### src/hdl/xtce_pkg.sv
`default_nettype none
// ----------------------------------------------------------------------------
// xtce_pkg
// Shared types, constants and tag-character helpers for the tag extractor.
// ----------------------------------------------------------------------------
package xtce_pkg;

    localparam int unsigned MAX_TAG_CHARS = 8;
    localparam int unsigned CMD_DEPTH_DEF = 4;

    localparam logic [7:0] CHAR_LT    = 8'h3C;
    localparam logic [7:0] CHAR_SLASH = 8'h2F;
    localparam logic [7:0] CHAR_GT    = 8'h3E;

    localparam logic REG_TAG_TEXT   = 1'b0;
    localparam logic REG_TAG_LENGTH = 1'b1;

    typedef enum logic [1:0] {
        KIND_CONTENT   = 2'd0,
        KIND_FOUND     = 2'd1,
        KIND_NOT_FOUND = 2'd2
    } kind_t;

    typedef enum logic [1:0] {
        PH_SEARCH  = 2'd0,
        PH_CONTENT = 2'd1,
        PH_DONE    = 2'd2
    } phase_t;

    // one word of work for the back end
    typedef struct packed {
        kind_t      kind;
        logic [3:0] held;
        logic       with_byte;
        logic [7:0] data;
    } cmd_t;

    function automatic logic [7:0] name_char(input logic [63:0] text, input logic [3:0] i);
        logic [2:0] sel;
        begin
            sel = i[2:0];
            return text[{sel, 3'b000} +: 8];
        end
    endfunction

    // bit 8 set: past the end of "<name>"
    function automatic logic [8:0] open_char(input logic [63:0] text, input logic [3:0] n,
                                             input logic [3:0] i);
        logic [4:0] ix;
        logic [4:0] nx;
        begin
            ix = {1'b0, i};
            nx = {1'b0, n};
            if (ix == 5'd0)
                return {1'b0, CHAR_LT};
            else if (ix <= nx)
                return {1'b0, name_char(text, i - 4'd1)};
            else if (ix == nx + 5'd1)
                return {1'b0, CHAR_GT};
            else
                return 9'h100;
        end
    endfunction

    // bit 8 set: past the end of "</name>"
    function automatic logic [8:0] close_char(input logic [63:0] text, input logic [3:0] n,
                                              input logic [3:0] i);
        logic [4:0] ix;
        logic [4:0] nx;
        begin
            ix = {1'b0, i};
            nx = {1'b0, n};
            if (ix == 5'd0)
                return {1'b0, CHAR_LT};
            else if (ix == 5'd1)
                return {1'b0, CHAR_SLASH};
            else if (ix <= nx + 5'd1)
                return {1'b0, name_char(text, i - 4'd2)};
            else if (ix == nx + 5'd2)
                return {1'b0, CHAR_GT};
            else
                return 9'h100;
        end
    endfunction

endpackage
`default_nettype wire

### src/hdl/xml_tag_content_extractor.sv
`default_nettype none
// ----------------------------------------------------------------------------
// xml_tag_content_extractor
// Streams a document byte by byte, finds the first <name> tag and returns the
// bytes up to the matching </name>, followed by a found or not-found status.
// ----------------------------------------------------------------------------
// One document byte is taken every cycle while full is low. Each byte yields
// zero, one or several result words; a byte that breaks a partial closing tag
// releases the held prefix plus itself, or holds itself as a new prefix if it
// is '<', up to the name length plus three words (eleven at most). The back
// end drains one word per cycle through its output register while results
// are popped; the command queue (CMD_DEPTH entries) lets the matcher keep
// taking bytes meanwhile, and full rises only when it fills. The user writes
// the tag registers through cfg_write/cfg_index/cfg_data only while the block
// is idle; the block does not enforce this. A write drops any partial tag match.
module xml_tag_content_extractor #(
    parameter int unsigned CMD_DEPTH = xtce_pkg::CMD_DEPTH_DEF
) (
    input  wire logic        clk,
    input  wire logic        rst_n,
    input  wire logic        push,
    output      logic        full,
    input  wire logic [7:0]  data_byte,
    input  wire logic        document_end,
    output      logic        empty,
    input  wire logic        pop,
    output      logic [7:0]  out_byte,
    output      logic [1:0]  result_kind,
    output      logic        run_last,
    input  wire logic        cfg_write,
    input  wire logic        cfg_index,
    input  wire logic [63:0] cfg_data
);
    import xtce_pkg::*;

    logic [63:0] tag_text_reg;
    logic [3:0]  tag_length_reg;
    logic [3:0]  name_len;
    logic        accept;
    logic        cmd_push;
    cmd_t        cmd_in;
    cmd_t        cmd_out;
    logic        q_empty;
    logic        q_pop;

    localparam logic [3:0] MAX_LEN = 4'(MAX_TAG_CHARS);

    always_ff @(posedge clk or negedge rst_n)
    begin
        if (!rst_n)
        begin
            tag_text_reg   <= 64'd0;
            tag_length_reg <= 4'd1;
        end
        else if (cfg_write)
        begin
            case (cfg_index)
                REG_TAG_TEXT:   tag_text_reg   <= cfg_data;
                REG_TAG_LENGTH: tag_length_reg <= cfg_data[3:0];
                default:        tag_text_reg   <= tag_text_reg;
            endcase
        end
    end

    always_comb
    begin
        if (tag_length_reg == 4'd0)
            name_len = 4'd1;
        else if (tag_length_reg > MAX_LEN)
            name_len = MAX_LEN;
        else
            name_len = tag_length_reg;
    end

    assign accept = push && !full;

    xtce_front u_front (
        .clk          (clk),
        .rst_n        (rst_n),
        .accept       (accept),
        .data_byte    (data_byte),
        .document_end (document_end),
        .cfg_write    (cfg_write),
        .tag_text     (tag_text_reg),
        .name_len     (name_len),
        .cmd_push     (cmd_push),
        .cmd          (cmd_in)
    );

    xtce_cmd_queue #(
        .DEPTH (CMD_DEPTH)
    ) u_queue (
        .clk     (clk),
        .rst_n   (rst_n),
        .wr_en   (cmd_push),
        .wr_data (cmd_in),
        .full    (full),
        .rd_en   (q_pop),
        .rd_data (cmd_out),
        .empty   (q_empty)
    );

    xtce_back u_back (
        .clk         (clk),
        .rst_n       (rst_n),
        .q_data      (cmd_out),
        .q_empty     (q_empty),
        .q_pop       (q_pop),
        .tag_text    (tag_text_reg),
        .name_len    (name_len),
        .empty       (empty),
        .pop         (pop),
        .out_byte    (out_byte),
        .result_kind (result_kind),
        .run_last    (run_last)
    );

endmodule
`default_nettype wire

### src/hdl/xtce_front.sv
`default_nettype none
// ----------------------------------------------------------------------------
// xtce_front
// Tag matcher: tracks the opening and closing tag and issues one command word
// per input byte that yields results.
// ----------------------------------------------------------------------------
module xtce_front (
    input  wire logic                 clk,
    input  wire logic                 rst_n,
    input  wire logic                 accept,
    input  wire logic [7:0]           data_byte,
    input  wire logic                 document_end,
    input  wire logic                 cfg_write,
    input  wire logic [63:0]          tag_text,
    input  wire logic [3:0]           name_len,
    output      logic                 cmd_push,
    output      xtce_pkg::cmd_t       cmd
);
    import xtce_pkg::*;

    phase_t     phase_reg, phase_next;
    logic [3:0] open_cnt_reg, open_cnt_next;
    logic [3:0] close_cnt_reg, close_cnt_next;

    logic [8:0] oc;
    logic [8:0] cc;
    logic [3:0] cnt_inc;
    logic       found;

    always_comb
    begin
        oc             = open_char(tag_text, name_len, open_cnt_reg);
        cc             = close_char(tag_text, name_len, close_cnt_reg);
        cnt_inc        = 4'd0;
        found          = 1'b0;
        phase_next     = phase_reg;
        open_cnt_next  = open_cnt_reg;
        close_cnt_next = close_cnt_reg;
        cmd.kind       = KIND_CONTENT;
        cmd.held       = 4'd0;
        cmd.with_byte  = 1'b0;
        cmd.data       = data_byte;

        case (phase_reg)
            PH_CONTENT:
            begin
                if (!cc[8] && cc[7:0] == data_byte)
                begin
                    cnt_inc = close_cnt_reg + 4'd1;
                    if (cnt_inc == name_len + 4'd3)
                    begin
                        found          = 1'b1;
                        phase_next     = PH_DONE;
                        close_cnt_next = 4'd0;
                    end
                    else
                    begin
                        close_cnt_next = cnt_inc;
                    end
                end
                else
                begin
                    cmd.held = close_cnt_reg;
                    if (data_byte == CHAR_LT)
                    begin
                        close_cnt_next = 4'd1;
                    end
                    else
                    begin
                        cmd.with_byte  = 1'b1;
                        close_cnt_next = 4'd0;
                    end
                end
            end
            PH_DONE:
            begin
            end
            default:
            begin
                if (!oc[8] && oc[7:0] == data_byte)
                begin
                    cnt_inc = open_cnt_reg + 4'd1;
                    if (cnt_inc == name_len + 4'd2)
                    begin
                        phase_next     = PH_CONTENT;
                        open_cnt_next  = 4'd0;
                        close_cnt_next = 4'd0;
                    end
                    else
                    begin
                        open_cnt_next = cnt_inc;
                    end
                end
                else
                begin
                    open_cnt_next = (data_byte == CHAR_LT) ? 4'd1 : 4'd0;
                end
            end
        endcase

        if (found)
        begin
            cmd.kind = KIND_FOUND;
        end
        else if (document_end && phase_next != PH_DONE)
        begin
            cmd.kind = KIND_NOT_FOUND;
        end

        if (document_end)
        begin
            phase_next     = PH_SEARCH;
            open_cnt_next  = 4'd0;
            close_cnt_next = 4'd0;
        end

        cmd_push = accept && (cmd.kind != KIND_CONTENT || cmd.held != 4'd0 || cmd.with_byte);
    end

    always_ff @(posedge clk or negedge rst_n)
    begin
        if (!rst_n)
        begin
            phase_reg     <= PH_SEARCH;
            open_cnt_reg  <= 4'd0;
            close_cnt_reg <= 4'd0;
        end
        else if (cfg_write)
        begin
            open_cnt_reg  <= 4'd0;
            close_cnt_reg <= 4'd0;
        end
        else if (accept)
        begin
            phase_reg     <= phase_next;
            open_cnt_reg  <= open_cnt_next;
            close_cnt_reg <= close_cnt_next;
        end
    end

endmodule
`default_nettype wire

### src/hdl/xtce_cmd_queue.sv
`default_nettype none
// ----------------------------------------------------------------------------
// xtce_cmd_queue
// Small first-in first-out queue of command words between front and back.
// ----------------------------------------------------------------------------
module xtce_cmd_queue #(
    parameter int unsigned DEPTH = xtce_pkg::CMD_DEPTH_DEF
) (
    input  wire logic           clk,
    input  wire logic           rst_n,
    input  wire logic           wr_en,
    input  wire xtce_pkg::cmd_t wr_data,
    output      logic           full,
    input  wire logic           rd_en,
    output      xtce_pkg::cmd_t rd_data,
    output      logic           empty
);
    import xtce_pkg::*;

    localparam int unsigned PW = $clog2(DEPTH);
    localparam int unsigned CW = $clog2(DEPTH + 1);
    localparam logic [PW-1:0] PTR_LAST = PW'(DEPTH - 1);
    localparam logic [CW-1:0] CNT_FULL = CW'(DEPTH);

    cmd_t          mem_reg [DEPTH];
    logic [PW-1:0] wr_ptr_reg, wr_ptr_next;
    logic [PW-1:0] rd_ptr_reg, rd_ptr_next;
    logic [CW-1:0] count_reg, count_next;
    logic          do_wr;
    logic          do_rd;

    assign full    = (count_reg == CNT_FULL);
    assign empty   = (count_reg == '0);
    assign rd_data = mem_reg[rd_ptr_reg];
    assign do_wr   = wr_en && !full;
    assign do_rd   = rd_en && !empty;

    always_comb
    begin
        wr_ptr_next = wr_ptr_reg;
        rd_ptr_next = rd_ptr_reg;
        count_next  = count_reg;
        if (do_wr)
            wr_ptr_next = (wr_ptr_reg == PTR_LAST) ? '0 : wr_ptr_reg + PW'(1);
        if (do_rd)
            rd_ptr_next = (rd_ptr_reg == PTR_LAST) ? '0 : rd_ptr_reg + PW'(1);
        if (do_wr && !do_rd)
            count_next = count_reg + CW'(1);
        else if (do_rd && !do_wr)
            count_next = count_reg - CW'(1);
    end

    always_ff @(posedge clk or negedge rst_n)
    begin
        if (!rst_n)
        begin
            wr_ptr_reg <= '0;
            rd_ptr_reg <= '0;
            count_reg  <= '0;
        end
        else
        begin
            wr_ptr_reg <= wr_ptr_next;
            rd_ptr_reg <= rd_ptr_next;
            count_reg  <= count_next;
        end
    end

    always_ff @(posedge clk)
    begin
        if (do_wr)
            mem_reg[wr_ptr_reg] <= wr_data;
    end

endmodule
`default_nettype wire

### src/hdl/xtce_back.sv
`default_nettype none
// ----------------------------------------------------------------------------
// xtce_back
// Expands command words into result words, one per cycle while the consumer
// pops, through a single output register.
// ----------------------------------------------------------------------------
module xtce_back (
    input  wire logic                 clk,
    input  wire logic                 rst_n,
    input  wire xtce_pkg::cmd_t       q_data,
    input  wire logic                 q_empty,
    output      logic                 q_pop,
    input  wire logic [63:0]          tag_text,
    input  wire logic [3:0]           name_len,
    output      logic                 empty,
    input  wire logic                 pop,
    output      logic [7:0]           out_byte,
    output      logic [1:0]           result_kind,
    output      logic                 run_last
);
    import xtce_pkg::*;

    logic       busy_reg, busy_next;
    cmd_t       cmd_reg, cmd_next;
    logic [3:0] idx_reg, idx_next;
    logic       out_valid_reg, out_valid_next;
    logic [7:0] out_byte_reg, out_byte_next;
    kind_t      kind_reg, kind_next;
    logic       last_reg, last_next;

    cmd_t       cur;
    logic [3:0] cur_idx;
    logic       have;
    logic       load;
    logic [8:0] cc;

    always_comb
    begin
        cur            = busy_reg ? cmd_reg : q_data;
        cur_idx        = busy_reg ? idx_reg : 4'd0;
        have           = busy_reg || !q_empty;
        load           = have && (!out_valid_reg || pop);
        q_pop          = load && !busy_reg;
        cc             = close_char(tag_text, name_len, cur_idx);

        busy_next      = busy_reg;
        cmd_next       = cmd_reg;
        idx_next       = idx_reg;
        out_valid_next = out_valid_reg && !pop;
        out_byte_next  = out_byte_reg;
        kind_next      = kind_reg;
        last_next      = last_reg;

        if (load)
        begin
            out_valid_next = 1'b1;
            kind_next      = cur.kind;
            if (cur.kind != KIND_CONTENT)
            begin
                out_byte_next = 8'd0;
                last_next     = 1'b1;
            end
            else if (cur_idx < cur.held)
            begin
                out_byte_next = cc[7:0];
                last_next     = !cur.with_byte && (cur_idx == cur.held - 4'd1);
            end
            else
            begin
                out_byte_next = cur.data;
                last_next     = 1'b1;
            end
            busy_next = !last_next;
            cmd_next  = cur;
            idx_next  = cur_idx + 4'd1;
        end
    end

    always_ff @(posedge clk or negedge rst_n)
    begin
        if (!rst_n)
        begin
            busy_reg      <= 1'b0;
            out_valid_reg <= 1'b0;
            idx_reg       <= 4'd0;
        end
        else
        begin
            busy_reg      <= busy_next;
            out_valid_reg <= out_valid_next;
            idx_reg       <= idx_next;
        end
    end

    always_ff @(posedge clk)
    begin
        cmd_reg      <= cmd_next;
        out_byte_reg <= out_byte_next;
        kind_reg     <= kind_next;
        last_reg     <= last_next;
    end

    assign empty       = !out_valid_reg;
    assign out_byte    = out_byte_reg;
    assign result_kind = kind_reg;
    assign run_last    = last_reg;

endmodule
`default_nettype wire
### config.mk
export PLATFORM = sky130hd
export DESIGN_NAME = xml_tag_content_extractor
export DESIGN_NICKNAME = d
export VERILOG_FILES = /design/src/hdl/xtce_pkg.sv /design/src/hdl/xml_tag_content_extractor.sv /design/src/hdl/xtce_front.sv /design/src/hdl/xtce_cmd_queue.sv /design/src/hdl/xtce_back.sv
export SDC_FILE = /design/constraint.sdc
export NUM_CORES = 1
export LEC_CHECK = 0
export BUFFER_PORTS_ARGS = -buffer_cell sky130_fd_sc_hd__buf_2
export CORE_UTILIZATION = 40
export CTS_BUF_LIST = sky130_fd_sc_hd__clkbuf_8
export DETAILED_ROUTE_END_ITERATION = 7
export SYNTH_ARGS = -nofsm -noshare
export SYNTH_HDL_FRONTEND = slang
export SYNTH_SLANG_ARGS = --single-unit
export TNS_END_PERCENT = 1
### constraint.sdc
create_clock -name clk -period 4.7 [get_ports clk]
set_clock_uncertainty 0.1 [all_clocks]
set_input_delay 0.94 -clock clk [delete_from_list [all_inputs] [get_ports clk]]
set_output_delay 0.94 -clock clk [all_outputs]
set_load 0.01 [all_outputs]
; After elaboration in Yosys (flattened, before gate mapping)
; Memories as Yosys holds them, arrays and structs flattened.
; Index checks and enable logic that the tools add are counted.
[word_totals]
word_cells = 163
register_bits = 115
out_inout_bits = 13
mem_count = 1
in_bits = 79
ram_bits = 60
[op_classes]
n_shift = 3
n_addsub = 15
mux = 55
n_bitwise = 2
eq_ne = 19
n_lt_le_gt_ge = 5
n_reduce_logical = 46
[mem_list]
columns = name, words, word_bits, read_ports, rd_clocked_by_memory_dff, wr, line
row1 = u_queue.mem_reg, 4, 15, 1, 0, 1, xtce_cmd_queue.sv:25  ; cmd_t mem_reg [DEPTH];
[op_table]
columns = operator, n
row1 = indexed part select 64 x 7 -> 8 bit, 3
row2 = 2-to-1 mux 4 bit, 16
row3 = 2-to-1 mux 9 bit, 7
row4 = 2-to-1 mux 8 bit, 4
row5 = 2-to-1 mux 2 bit, 9
row6 = == test 8 bit, 2
row7 = logical NOT 4 bit, 4
row8 = == test 4 x 5 -> 1 bit, 3
row9 = 2-to-1 mux 15 bit, 1
row10 = logical AND 1 bit, 13
row11 = adder 4 x 1 -> 4 bit (second input constant), 3
row12 = == test 4 bit, 3
row13 = nonzero test 4 bit, 3
row14 = logical NOT 1 bit, 11
row15 = 2-to-1 mux 1 bit, 11
row16 = less-or-equal comparator 4 x 5 -> 1 bit, 2
row17 = 2-to-1 mux 5 bit, 2
row18 = adder 4 x 2 -> 4 bit (second input constant), 2
row19 = == test 4 x 1 -> 1 bit (second input constant), 2
row20 = == test 8 x 6 -> 1 bit (second input constant), 1
row21 = one-hot mux 4 bit (2 select lines), 1
row22 = AND reduction 2 bit, 4
row23 = nonzero test 2 bit, 4
row24 = == test 2 bit (second input constant), 3
row25 = 23 further kinds, 31

; Logic depth before layout (Yosys ltp)
; Gate-level depths: netlist of the first run.
[depth]
word_depth = 26
mapped_depth = 23
ltp_nobuf = 21

; By module
; From an unflattened synthesis of the first run, not the netlist that was laid out.
[unflattened]
cells_unflattened = 879
area_unflattened_um2 = 11175.7
[modules_own_cells]
columns = mod, seq_area_each_um2, instances, cells_per_inst, area_per_inst_um2
row1 = xtce_front, 250.2, 1, 359, 3161.8
row2 = xml_tag_content_extractor, 1702.9, 1, 151, 2887.8
row3 = xtce_cmd_queue, 1976.9, 1, 116, 2610.0
row4 = xtce_back, 870.8, 1, 253, 2516.2

; Worst setup path before layout of the first run
; No wires, ideal clock.
[synth_timing]
path_kind = flip-flop to flip-flop
from = reg tag_length_reg[3]
to = reg u_queue.count_reg[2]
arrival_time_ns = 4.828
setup_time_ns = 0.080
path_slack_ns = -0.308
synth_period_minus_slack_ns = 5.008
stages_incl_launch_ff = 24
path_cell_list = dfrtp_1 and2b_1 clkbuf_1 ha_1 inv_1 ha_1 or4b_1 o2111ai_1 o211a_1 or3_1 buf_2 mux2_4 nand4bb_1 and3_1 buf_6 o2111a_1 o211a_2 nor2_1 ha_1 inv_1 fa_1 xor2_1 nor2_1 xnor2_1
[synth_between]
elab_chain_len = 25
word_cells_on_any_way = 52
cone_classes = add/sub: 4 / order compare: 3 / eq/ne: 7 / mux: 22 / reduce/logical: 16
[synth_lines]
columns = element, line
row1 = "start, declared", xml_tag_content_extractor.sv:37  ; logic [3:0] tag_length_reg;
row2 = "start signal, assigned", xml_tag_content_extractor.sv:59  ; REG_TAG_LENGTH: tag_length_reg <= cfg_data[3:0];
row3 = greater-than comparator 4 bit, xml_tag_content_extractor.sv:69  ; else if (tag_length_reg > MAX_LEN)
row4 = 2-to-1 mux 4 bit, xml_tag_content_extractor.sv:69
row5 = 2-to-1 mux 4 bit (*), xml_tag_content_extractor.sv:67  ; if (tag_length_reg == 4'd0)
row6 = branches (longest 16 deep; another with adder 4 x 1 -> 5 bit), --
row7 = logical OR 1 bit (*), xtce_front.sv:117  ; cmd_push = accept && (cmd.kind != KIND_CONTENT || cmd.held != 4'd0 || cmd.with_byte);
row8 = logical AND 1 bit (*), xtce_front.sv:117
row9 = logical AND 1 bit (*), xtce_cmd_queue.sv:35  ; assign do_wr = wr_en && !full;
row10 = net u_queue.do_wr, xtce_cmd_queue.sv:29  ; logic do_wr;
row11 = logical NOT 1 bit, xtce_cmd_queue.sv:49  ; else if (do_rd && !do_wr)
row12 = logical AND 1 bit, xtce_cmd_queue.sv:49
row13 = nonzero test 2 bit (no line), --
row14 = "end signal, assigned", xtce_cmd_queue.sv:65  ; count_reg <= count_next;
row15 = "end, declared", xtce_cmd_queue.sv:28  ; logic [CW-1:0] count_reg, count_next;
; Mark *: on every way through the listed nets, which the timed path passes.
; A chain may end at the register's enable or synchronous reset.

; Worst setup path after layout of the first run
[layout_timing]
from = reg tag_length_reg[0]
to = reg u_queue.count_reg[2]
; The elaborated chain is that of the path after synthesis.

==> key figures, run 1 <==
Clock tree
  – Max clock buf depth: 2
  – H-tree lvl count: 4
  – Root Buffer: clkbuf_8
  – CTS sink count: 175
  – Clock slew at reported path FFs: 0.11 ns
  – CTS Hold Buffers Added: 0
  – Clock buffer count from CTS: 17
  – TritonCTS clock tree: built
  – Skew-Pair Late Insertion Delay: 0.49 ns

Timing
  – RSZ-0062 raised after global routing: true
  – Final Max Slew Viols: 0
  – Tmin final: 4.65 ns
  – Final hold violations: 0
  – Worst-Margin Slew: 0.967 ns
  – Final setup margin: 0.0531 ns
  – Period utilization: 98.9%
  – Peak Freq: 0.215 GHz
  – Max-slew headroom: 35.5%
  – # setup viols final: 0

Setup path
  – WP data arrival: 4.96 ns
  – Crit path buf inv count: 2
  – Crit-path cells: o21bai_4, and2_4, ha_4, inv_4, ha_4, nand2b_1, mux2_4, o211a_4, or3_4, mux2_4, nand4bb_1, and3_4, o2111a_1, o211a_4, nor2_2, ha_2, inv_2, fa_2, xor2_1, nor2_1, xnor2_1
  – CP endpoint kind: flip-flop
  – R2R Setup Slk: 0.05 ns
  – Crit-path slowest cell: dfstp_2
  – Crit path max-delay family: simple AND/OR/NAND/NOR gates
  – Max FO, Critical Path: 4
  – Critical path class: flip-flop to flip-flop
  – Data required, critical path: 5.01 ns
  – Largest stage delay on the critical path: 0.54 ns
  – Startpoint Class: flip-flop

Synth
  – Synth Instances: 822
  – Cell accounting for the most synthesized area: edfxtp_1
  – Synth Area in Simple Gates: 9.63%
  – Register bit total from synthesis: 175
  – Sequential-to-total area share from yosys stat: 45.8%
  – Mapped cell area: 0.0105 mm^2
  – Top_reg_cell synth: dfrtp_1
  – Top area cells in the synthesized netlist: edfxtp_1, dfrtp_1, mux4_2
  – Post-synthesis cell type count: 80
  – Synth Area per Inst: 12.7 um^2
  – Post-synth EDFFs: 84
  – Synth Warn #: 0
  – Post-synthesis mux area share: 24.9%
  – Xor and xnor fraction of the mapped netlist area: 3.36%
  – Post-synth top area share: 24.1%
  – Main combinational cell family by area after synthesis: multiplexers
  – Compound-Gate Fraction of Synth Area: 8.18%
  – Mapped Nets: 941
  – Post-synthesis async set-or-reset flop share: 52.0%
  – Synth Area in Adders: 4.85%

Power
  – Pwr Density: 437 mW/mm^2
  – Leakage: 4.75 nW
  – Worst VDD drop: 0.282 mV

Worst hold path
  – Hold WC Path Type: flip-flop to flip-flop

Global route
  – Gr usage total: 21.4%
  – First-pass GRT wire length: 42,900 um
  – Total grt overflow: 0
  – Pin count of the biggest net entering global routing: 74
  – Initial antenna violation count: 1
  – Vias in the first global route: 7,526

Placement
  – Pre-CTS setup slack: -0.139 ns
  – # port buffers: 91
  – GP Congestion: 0.838
  – Post-DP HPWL: 20,100 um
  – Cell count after placement: 1,258

Route
  – Vias per cell: 5.70
  – Drt first pass iters: 5
  – DR iter-0 viols: 652
  – Vias after detailed routing: 7,376
  – Wire per inst: 21.1 um
  – Post-route antenna net violation count: 0
  – DRC: 0
  – Final wirelength: 27,200 um

Die
  – Area of the core: 0.0254 mm^2
  – Initial Util: 41.2%
  – Die height: 164 um
  – Die width: 164 um
  – Die area: 0.0268 mm^2
  – Std-Cell Rows: 58
  – Ports: 92

Layout
  – Layout area overhead: 17.3%
  – Layout cells sized above 1: 39.3%
  – Max FFs per register: 64
  – Final #Nets: 1,070
  – Antenna diode count: 0
  – Layout Cells excl Fill: 1,294

Run
  – Number of max-cap violations: 0

Status
  – Status: complete, no violations
## area by class of cell
| type | count | area, um^2 |
|---|---|---|
| clock buffers | 17 | 234 |
| well taps | 330 | 413 |
| clock inverters | 15 | 186 |
| flip-flops and latches | 175 | 4800 |
| fillers | 2267 | 13100 |
| multi-input cells | 569 | 5510 |
| inverters | 34 | 130 |
| repair buffers | 154 | 1010 |
## placed cells by master, fill, tap and decap left out, types with 6 or more instances in the layout
master     n
a21oi_1   23
buf_12     6
buf_2     90
buf_4     56
clkbuf_8  17
dfrtp_1   90
edfxtp_1  84
ha_1      35
inv_1     29
mux2_2    93
mux2i_1   34
mux4_2    52
nand2_1   44
nand2b_1  10
nand3_1   12
nor2_1    36
nor2b_1    7
nor3_1    16
nor4_1     9
o21ai_0   23
o31ai_1    6
xnor2_1   23
xor2_1    14
## cell usage after synthesis (5+ instances only)
cell      instances
nor3_1           16
ha_1             39
a311oi_1          5
a21oi_1          24
buf_2             5
mux2_2           93
nor2_1           38
nand2b_1         10
clkbuf_1         28
dfrtp_1          90
nand4_1           5
edfxtp_1         84
nor4_1            9
or3_1             6
xor2_1           14
mux2i_1          35
a31oi_1           5
inv_1            31
o31ai_1           8
nand2_1          44
nor2b_1           8
xnor2_1          23
o41ai_1           6
a21o_1            5
nand3_1          12
o21ai_0          24
mux4_2           52
o22ai_1           5
## report_power, final
| part | switching (W) | total (W) | internal (W) |
|---|---|---|---|
| sequential | 0.000233 | 0.00223 | 0.00200 |
| clock | 0.000696 | 0.00111 | 0.000413 |
| combinational | 0.00104 | 0.00203 | 0.000991 |
## cell families (layout without fill, tap and decap cells)
family	after synthesis	in the layout
xor gates and xnor gates	38	38
and+or+nand+nor	186	186
adders and majority gates	40	40
AOI/OAI and AO/OA	122	122
DFF	175	175
buffers and inverters	78	220
muxes	183	183
## routing by layer
layer	vias up	global-route usage, %	part of all wire (%)	routed length [um]
met3	29	5.15	6.5	1780
met4	0	5.35	1.7	453
li1	3409	-	-	-
met5	-	0	0	0
met1	3701	28.5	44	11900
met2	237	34.9	48	13100
## worst paths after layout
| check | to | depth (start not counted) | from |
|---|---|---|---|
| hold reg to reg | u_back.idx_reg[1] | 1 | u_back.idx_reg[1] |
| setup / recovery | u_queue.count_reg[2] | 21 | tag_length_reg[0] |
| setup reg to reg | u_queue.count_reg[2] | 21 | tag_length_reg[0] |
| min in group asynchronous | tag_text_reg[42] | 1 | rst_n |
| hold / removal | u_back.idx_reg[1] | 1 | u_back.idx_reg[1] |
| max in group asynchronous | tag_length_reg[0] | 2 | rst_n |
## what timing repair did
| action | CTS | global route |
|---|---|---|
| setup buffers | 0 | 4 |
| resized for setup | 6 | 16 |
| pin swaps | 4 | 13 |
| hold endpoints to repair | 0 | 0 |
| endpoints found under the setup margin | 2 | 2 |
## through the flow
stage	utilization, %	power [W]	instance area (um^2)	hold slack (ns)	TNS (ns)
global placement	46.2	0.00423	11700	0.389	0
global route	48.4	0.00568	12300	0.435	-0.222
detailed placement	46.2	0.00427	11700	0.396	-0.243
finish	48.4	0.00537	12300	0.418	0
CTS	48.0	0.00538	12200	0.421	0
floorplan	-	0.00358	10600	0.374	-4.88
Power figures use the tool's default switching activity.
==> run 2: changes to the inputs <==
--- a/config.mk
+++ b/config.mk
@@ -6,9 +6,11 @@
 export NUM_CORES = 1
 export LEC_CHECK = 0
 export BUFFER_PORTS_ARGS = -buffer_cell sky130_fd_sc_hd__buf_2
-export CORE_UTILIZATION = 40
+export CORE_UTILIZATION = 56
 export CTS_BUF_LIST = sky130_fd_sc_hd__clkbuf_8
+export CTS_CLUSTER_SIZE = 10
 export DETAILED_ROUTE_END_ITERATION = 7
+export PLACE_DENSITY = 0.79
 export SYNTH_ARGS = -nofsm -noshare
 export SYNTH_HDL_FRONTEND = slang
 export SYNTH_SLANG_ARGS = --single-unit
==> key figures, run 2 (synthesis results as in run 1) <==
Power
  – Combinational fraction of design power: 38.6% (+0.8 points)
  – Leakage: 4.73 nW (-0.50%)
  – Switching share of power: 36.0% (-0.61 points)
  – Internal: 0.00338 W (-0.59%)
  – Pwr Density: 436 mW/mm^2 (-0.19%)
  – P_sw: 0.00190 W (-3.2%)
  – Sequential share of power: 42.3% (+0.7 points)
  – Worst VDD drop: 0.300 mV (+6.3%)
  – Clock power frac: 19.1% (-1.6 points)

Layout
  – Commonest non-fill, non-tap cell in the layout: mux2_2
  – Antenna diode count: 0 (unchanged)
  – Layout area overhead: 15.7%
  – Filler cells: 1,276 (-44%)
  – Final design area excluding fillers: 0.0121 mm^2 (-1.3%)
  – Layout Utilization: 66.8% (+18 points)
  – Max FFs per register: 64 (unchanged)
  – Final #Nets: 1,070 (unchanged)
  – Layout cells sized above 1: 39.0% (-0.27 points)
  – Most frequent cells in the layout: mux2_2, buf_2, dfrtp_1

Placement
  – Placed inst area: 0.0116 mm^2 (-1.5%)
  – Post-DP HPWL: 18,600 um (-7.5%)
  – # port buffers: 91 (unchanged)
  – Pre-CTS setup slack: -0.126 ns (+0.0134 ns)
  – GP Congestion: 0.868 (+3.7%)

Setup path
  – Crit-path cells: o21bai_4, and2_4, ha_4, inv_2, ha_4, nand2b_1, mux2_4, o211a_1, or3_4, mux2_4, nand4bb_1, and3_4, buf_4, o31ai_4, o211a_4, nor2_4, ha_4, inv_1, fa_2, mux2_2
  – Crit path max-delay family: simple AND/OR/NAND/NOR gates
  – Crit path buf inv count: 3 (+1)
  – Crit-path slowest cell: dfstp_2
  – Critical path class: flip-flop to flip-flop
  – Startpoint Class: flip-flop
  – Largest stage delay on the critical path: 0.54 ns (about the same)
  – Data required, critical path: 4.98 ns (-0.03 ns)
  – CP endpoint kind: flip-flop
  – Max FO, Critical Path: 4 (unchanged)
  – Crit-path most repeated cell: ha_4
  – WP data arrival: 4.96 ns (about the same)

Clock tree
  – CTS sink count: 175 (unchanged)
  – Clock slew at reported path FFs: 0.10 ns (about the same)
  – Skew-Pair Late Insertion Delay: 0.48 ns (about the same)
  – Max clock buf depth: 2 (unchanged)
  – TritonCTS clock tree: built
  – H-tree lvl count: 4 (unchanged)
  – Clock buffer count from CTS: 17 (unchanged)
  – Root Buffer: clkbuf_8

Status
  – Status: finished with violations
  – Failing checks: design-rule violations

Route
  – Final wirelength: 25,500 um (-6.4%)
  – Post-route antenna net violation count: 0 (unchanged)
  – Max Used Layer: met4
  – Met1 WL: 10,600 um (-11%)
  – Vias after detailed routing: 7,611 (+3.2%)
  – DRC: 7 (+7)
  – Met3 routed WL: 1780 um (about the same)
  – DR iter-0 viols: 502 (-23%)
  – Wire per inst: 21.4 um (+1.6%)
  – Drt first pass iters: 7 (+2)
  – Vias per cell: 6.39 (+12%)
  – Met2 wire len: 12,600 um (-3.5%)

Timing
  – Fin Hold WS: 0.432 ns (+0.0132 ns)
  – Final Max Slew Viols: 0 (unchanged)
  – # setup viols final: 0 (unchanged)
  – Tmin final: 4.69 ns (+0.0403 ns)
  – Period utilization: 99.7% (+0.86 points)
  – Worst-Margin Slew: 0.904 ns (-0.0626 ns)
  – Final setup margin: 0.0128 ns (-0.0403 ns)
  – RSZ-0062 raised after global routing: true
  – Peak Freq: 0.213 GHz (-0.86%)
  – Final hold violations: 0 (unchanged)
  – Max-slew headroom: 39.2% (+3.6 points)

Global route
  – First-pass GRT wire length: 40,300 um (-6.2%)
  – Gr usage total: 27.5% (+6.2 points)
  – Pin count of the biggest net entering global routing: 70 (-5.4%)
  – Vias in the first global route: 7,409 (-1.6%)
  – Total grt overflow: 0 (unchanged)
  – Initial antenna violation count: 0 (-1)

Die
  – Die area: 0.0193 mm^2 (-28%)
  – Ports: 92 (unchanged)
  – Std-Cell Rows: 49 (-16%)
  – Die width: 139 um (-15%)
  – Area of the core: 0.0181 mm^2 (-29%)
  – Die height: 139 um (-15%)
  – Initial Util: 57.7% (+16 points)

Worst hold path
  – Hold WC Path Type: flip-flop to flip-flop

Run
  – Number of max-cap violations: 0 (unchanged)
run 2: layout make-up:
| cell class | count | area [um^2] | area share [%] |
|---|---|---|---|
| Timing Repair Buffer | 154 | 1010 | 8.36 |
| Multi-Input combinational cell | 569 | 5510 | 45.5 |
| Tap cell | 229 | 287 | 2.36 |
| Sequential cell | 175 | 4800 | 39.6 |
| Inverter | 34 | 128 | 1.05 |
| Clock inverter | 14 | 149 | 1.23 |
| Clock buffer | 17 | 234 | 1.93 |
run 2: power by group through the flow:
stage / Sequential (W) / Clock [W] / Combinational [W]
CTS: 0.00223 / 0.00103 / 0.00199
global placement: 0.00223 / 0 / 0.00192
finish: 0.00223 / 0.00101 / 0.00204
global route: 0.00226 / 0.00109 / 0.00220
floorplan: 0.00217 / 0 / 0.00141
detailed placement: 0.00226 / 0 / 0.00197
run 2: final timing paths:
kind                       cells past startpoint               from  slack [ns]              endpoint
max in group asynchronous                      2              rst_n        3.10     tag_length_reg[0]
min                                            1  u_back.idx_reg[1]        0.43     u_back.idx_reg[1]
min in group asynchronous                      1              rst_n        0.47      tag_text_reg[58]
max                                           20  tag_length_reg[0]        0.01  u_queue.count_reg[1]
min reg2reg                                    1  u_back.idx_reg[1]        0.43     u_back.idx_reg[1]
max reg2reg                                   20  tag_length_reg[0]        0.01  u_queue.count_reg[1]
run 2: per-stage QoR:
stage	power (W)	instances	TNS, ns
after detailed placement	0.00423	1150	-0.219
after floorplan	0.00358	822	-4.88
final	0.00528	1192	0
after global routing	0.00555	1192	-0.165
after CTS	0.00525	1182	0
after global placement	0.00415	1150	-0.0138
run 2: repair_timing:
item	CTS	global route
hold buffers	0	0
gates cloned	0	0
pin swaps	2	10
buffers inserted	1	10
setup endpoints to repair	2	17
gates resized for setup	6	17
run 2: per-layer routing:
layer  vias up  GRT usage [%]
li1       3410              -
met1      3827           36.6
met2       328           45.9
met3        46           4.97
met4         0           8.95
met5         -              0
==> run 3: changes to the inputs <==
--- a/config.mk
+++ b/config.mk
@@ -6,11 +6,12 @@
 export NUM_CORES = 1
 export LEC_CHECK = 0
 export BUFFER_PORTS_ARGS = -buffer_cell sky130_fd_sc_hd__buf_2
-export CORE_UTILIZATION = 56
+export CORE_UTILIZATION = 60
 export CTS_BUF_LIST = sky130_fd_sc_hd__clkbuf_8
 export CTS_CLUSTER_SIZE = 10
 export DETAILED_ROUTE_END_ITERATION = 7
-export PLACE_DENSITY = 0.79
+export GPL_ROUTABILITY_DRIVEN = 0
+export PLACE_DENSITY = 0.8
 export SYNTH_ARGS = -nofsm -noshare
 export SYNTH_HDL_FRONTEND = slang
 export SYNTH_SLANG_ARGS = --single-unit
==> constraint.sdc (replaced) <==
create_clock -name clk -period 5.2 [get_ports clk]
set_clock_uncertainty 0.1 [all_clocks]
set_input_delay 1.04 -clock clk [delete_from_list [all_inputs] [get_ports clk]]
set_output_delay 1.04 -clock clk [all_outputs]
set_load 0.01 [all_outputs]
==> key figures, run 3 (synthesis results as in run 1) <==
Timing
  – Peak Freq: 0.202 GHz (-5.4%)
  – Period utilization: 95.3% (-4.5 points)
  – Final Max Slew Viols: 0 (unchanged)
  – Final hold violations: 0 (unchanged)
  – Max-slew headroom: 29.8% (-9.4 points)
  – Worst-Margin Slew: 1.04 ns (+0.140 ns)
  – # setup viols final: 0 (unchanged)
  – Tmin final: 4.95 ns (+0.267 ns)
  – Fin Hold WS: 0.408 ns (-0.0234 ns)

Die
  – Die area: 0.0180 mm^2 (-6.6%)
  – Area of the core: 0.0168 mm^2 (-7.3%)
  – Initial Util: 62.3% (+4.6 points)
  – Die width: 134 um (-3.3%)
  – Die height: 134 um (-3.3%)
  – Std-Cell Rows: 47 (-4.1%)
  – Ports: 92 (unchanged)

Setup path
  – Largest stage delay on the critical path: 0.54 ns (about the same)
  – CP endpoint kind: flip-flop
  – WP data arrival: 5.25 ns (+0.29 ns)
  – Startpoint Class: flip-flop
  – Data required, critical path: 5.50 ns (+0.52 ns)
  – Crit-path slowest cell: dfstp_2
  – Crit path buf inv count: 2 (-1)
  – Crit-path cells: o21bai_1, and2_4, ha_4, inv_1, ha_1, or4b_1, o2111ai_1, o211a_1, or3_4, mux2_4, nand4bb_1, and3_4, o2111a_1, o211a_2, nor2_1, ha_1, inv_1, fa_1, xor2_1, nor2_1, xnor2_1
  – Crit path max-delay family: simple AND/OR/NAND/NOR gates
  – Critical path class: flip-flop to flip-flop
  – Max FO, Critical Path: 7 (+3)

Global route
  – Gr usage total: 29.9% (+2.4 points)
  – Total grt overflow: 0 (unchanged)
  – Pin count of the biggest net entering global routing: 65 (-7.1%)
  – Initial antenna violation count: 1 (+1)
  – First-pass GRT wire length: 40,400 um (+0.36%)
  – Vias in the first global route: 7,563 (+2.1%)

Route
  – Vias per cell: 6.44 (+0.89%)
  – Wire per inst: 21.6 um (+0.95%)
  – Final wirelength: 24,900 um (-2.3%)
  – Drt first pass iters: 5 (-2)
  – DRC: 0 (-7)
  – Vias after detailed routing: 7,434 (-2.3%)
  – Post-route antenna net violation count: 0 (unchanged)
  – DR iter-0 viols: 656 (+31%)

Clock tree
  – Max clock buf depth: 2 (unchanged)
  – Post-cts resize count: 0 (-6)
  – Post-CTS setup buffers: 0 (-1)
  – TritonCTS clock tree: built
  – Clock buffer count from CTS: 17 (unchanged)
  – Root Buffer: clkbuf_8
  – Skew-Pair Late Insertion Delay: 0.48 ns (about the same)
  – H-tree lvl count: 4 (unchanged)
  – CTS sink count: 175 (unchanged)
  – CTS Hold Buffers Added: 0 (unchanged)
  – Clock slew at reported path FFs: 0.10 ns (about the same)

Layout
  – Layout area overhead: 12.1%
  – Final #Nets: 1,039 (-2.9%)
  – Layout cells sized above 1: 35.7% (-3.4 points)
  – Most frequent cells in the layout: mux2_2, buf_2, dfrtp_1
  – Final design area excluding fillers: 0.0117 mm^2 (-3.1%)
  – Filler cells: 1,193 (-6.5%)
  – Max FFs per register: 64 (unchanged)
  – Layout Utilization: 69.8% (+3.0 points)
  – Commonest non-fill, non-tap cell in the layout: mux2_2

Power
  – Tot Pwr: 0.00468 W (-11%)
  – Worst VDD drop: 0.224 mV (-25%)
  – Leakage: 4.57 nW (-3.4%)
  – Pwr Density: 399 mW/mm^2 (-8.5%)

Placement
  – Placed inst area: 0.0113 mm^2 (-2.5%)
  – Post-DP HPWL: 18,600 um (+0.42%)
  – # port buffers: 91 (unchanged)

Worst hold path
  – Hold WC Path Type: input port to asynchronous set/reset pin

Status
  – Status: complete, no violations

Run
  – Number of max-cap violations: 0 (unchanged)
run 3: path summary, 6_finish.rpt:
path / start / end / slack [ns] / cells after the start
setup / recovery: tag_length_reg[0] / u_queue.count_reg[2] / 0.25 / 21
hold / removal: rst_n / tag_text_reg[34] / 0.41 / 1
setup reg to reg: tag_length_reg[0] / u_queue.count_reg[2] / 0.25 / 21
hold reg to reg: u_back.idx_reg[1] / u_back.idx_reg[1] / 0.44 / 1
max in group asynchronous: rst_n / u_back.idx_reg[0] / 3.51 / 2
min in group clk: u_back.idx_reg[1] / u_back.idx_reg[1] / 0.44 / 1
run 3: final cells by class:
type	count	area [um^2]	share of cell area [%]
Antenna cell	1	2.50	0.0213
Clock buffer	17	234	1.99
Clock inverter	15	171	1.46
Inverter	34	128	1.09
Multi-Input combinational cell	569	5420	46.1
Sequential cell	175	4800	40.9
Tap cell	220	275	2.34
Timing Repair Buffer	123	711	6.05
run 3: power by group:
| part | switching [W] | internal, W | leakage (nW) |
|---|---|---|---|
| registers | 0.000246 | 0.00181 | 1.87 |
| clock network | 0.000554 | 0.000402 | 0.204 |
| logic | 0.000861 | 0.000813 | 2.49 |
| total | 0.00166 | 0.00302 | 4.57 |
run 3: routing by layer:
metal	part of all wire [%]	track usage [%]
met2	49	49.2
met3	7.7	7.63
met1	41	38.5
met5	0	0
met4	2.6	10.7
run 3: metrics by stage:
stage          worst slack (ns)  instances  TNS (ns)
5_1_grt                -0.00784       1153  -0.00784
6_report                  0.246       1154         0
3_5_place_dp             0.0884       1121         0
4_1_cts                  0.0390       1153         0
3_3_place_gp              0.179       1121         0
2_1_floorplan             0.192        822         0
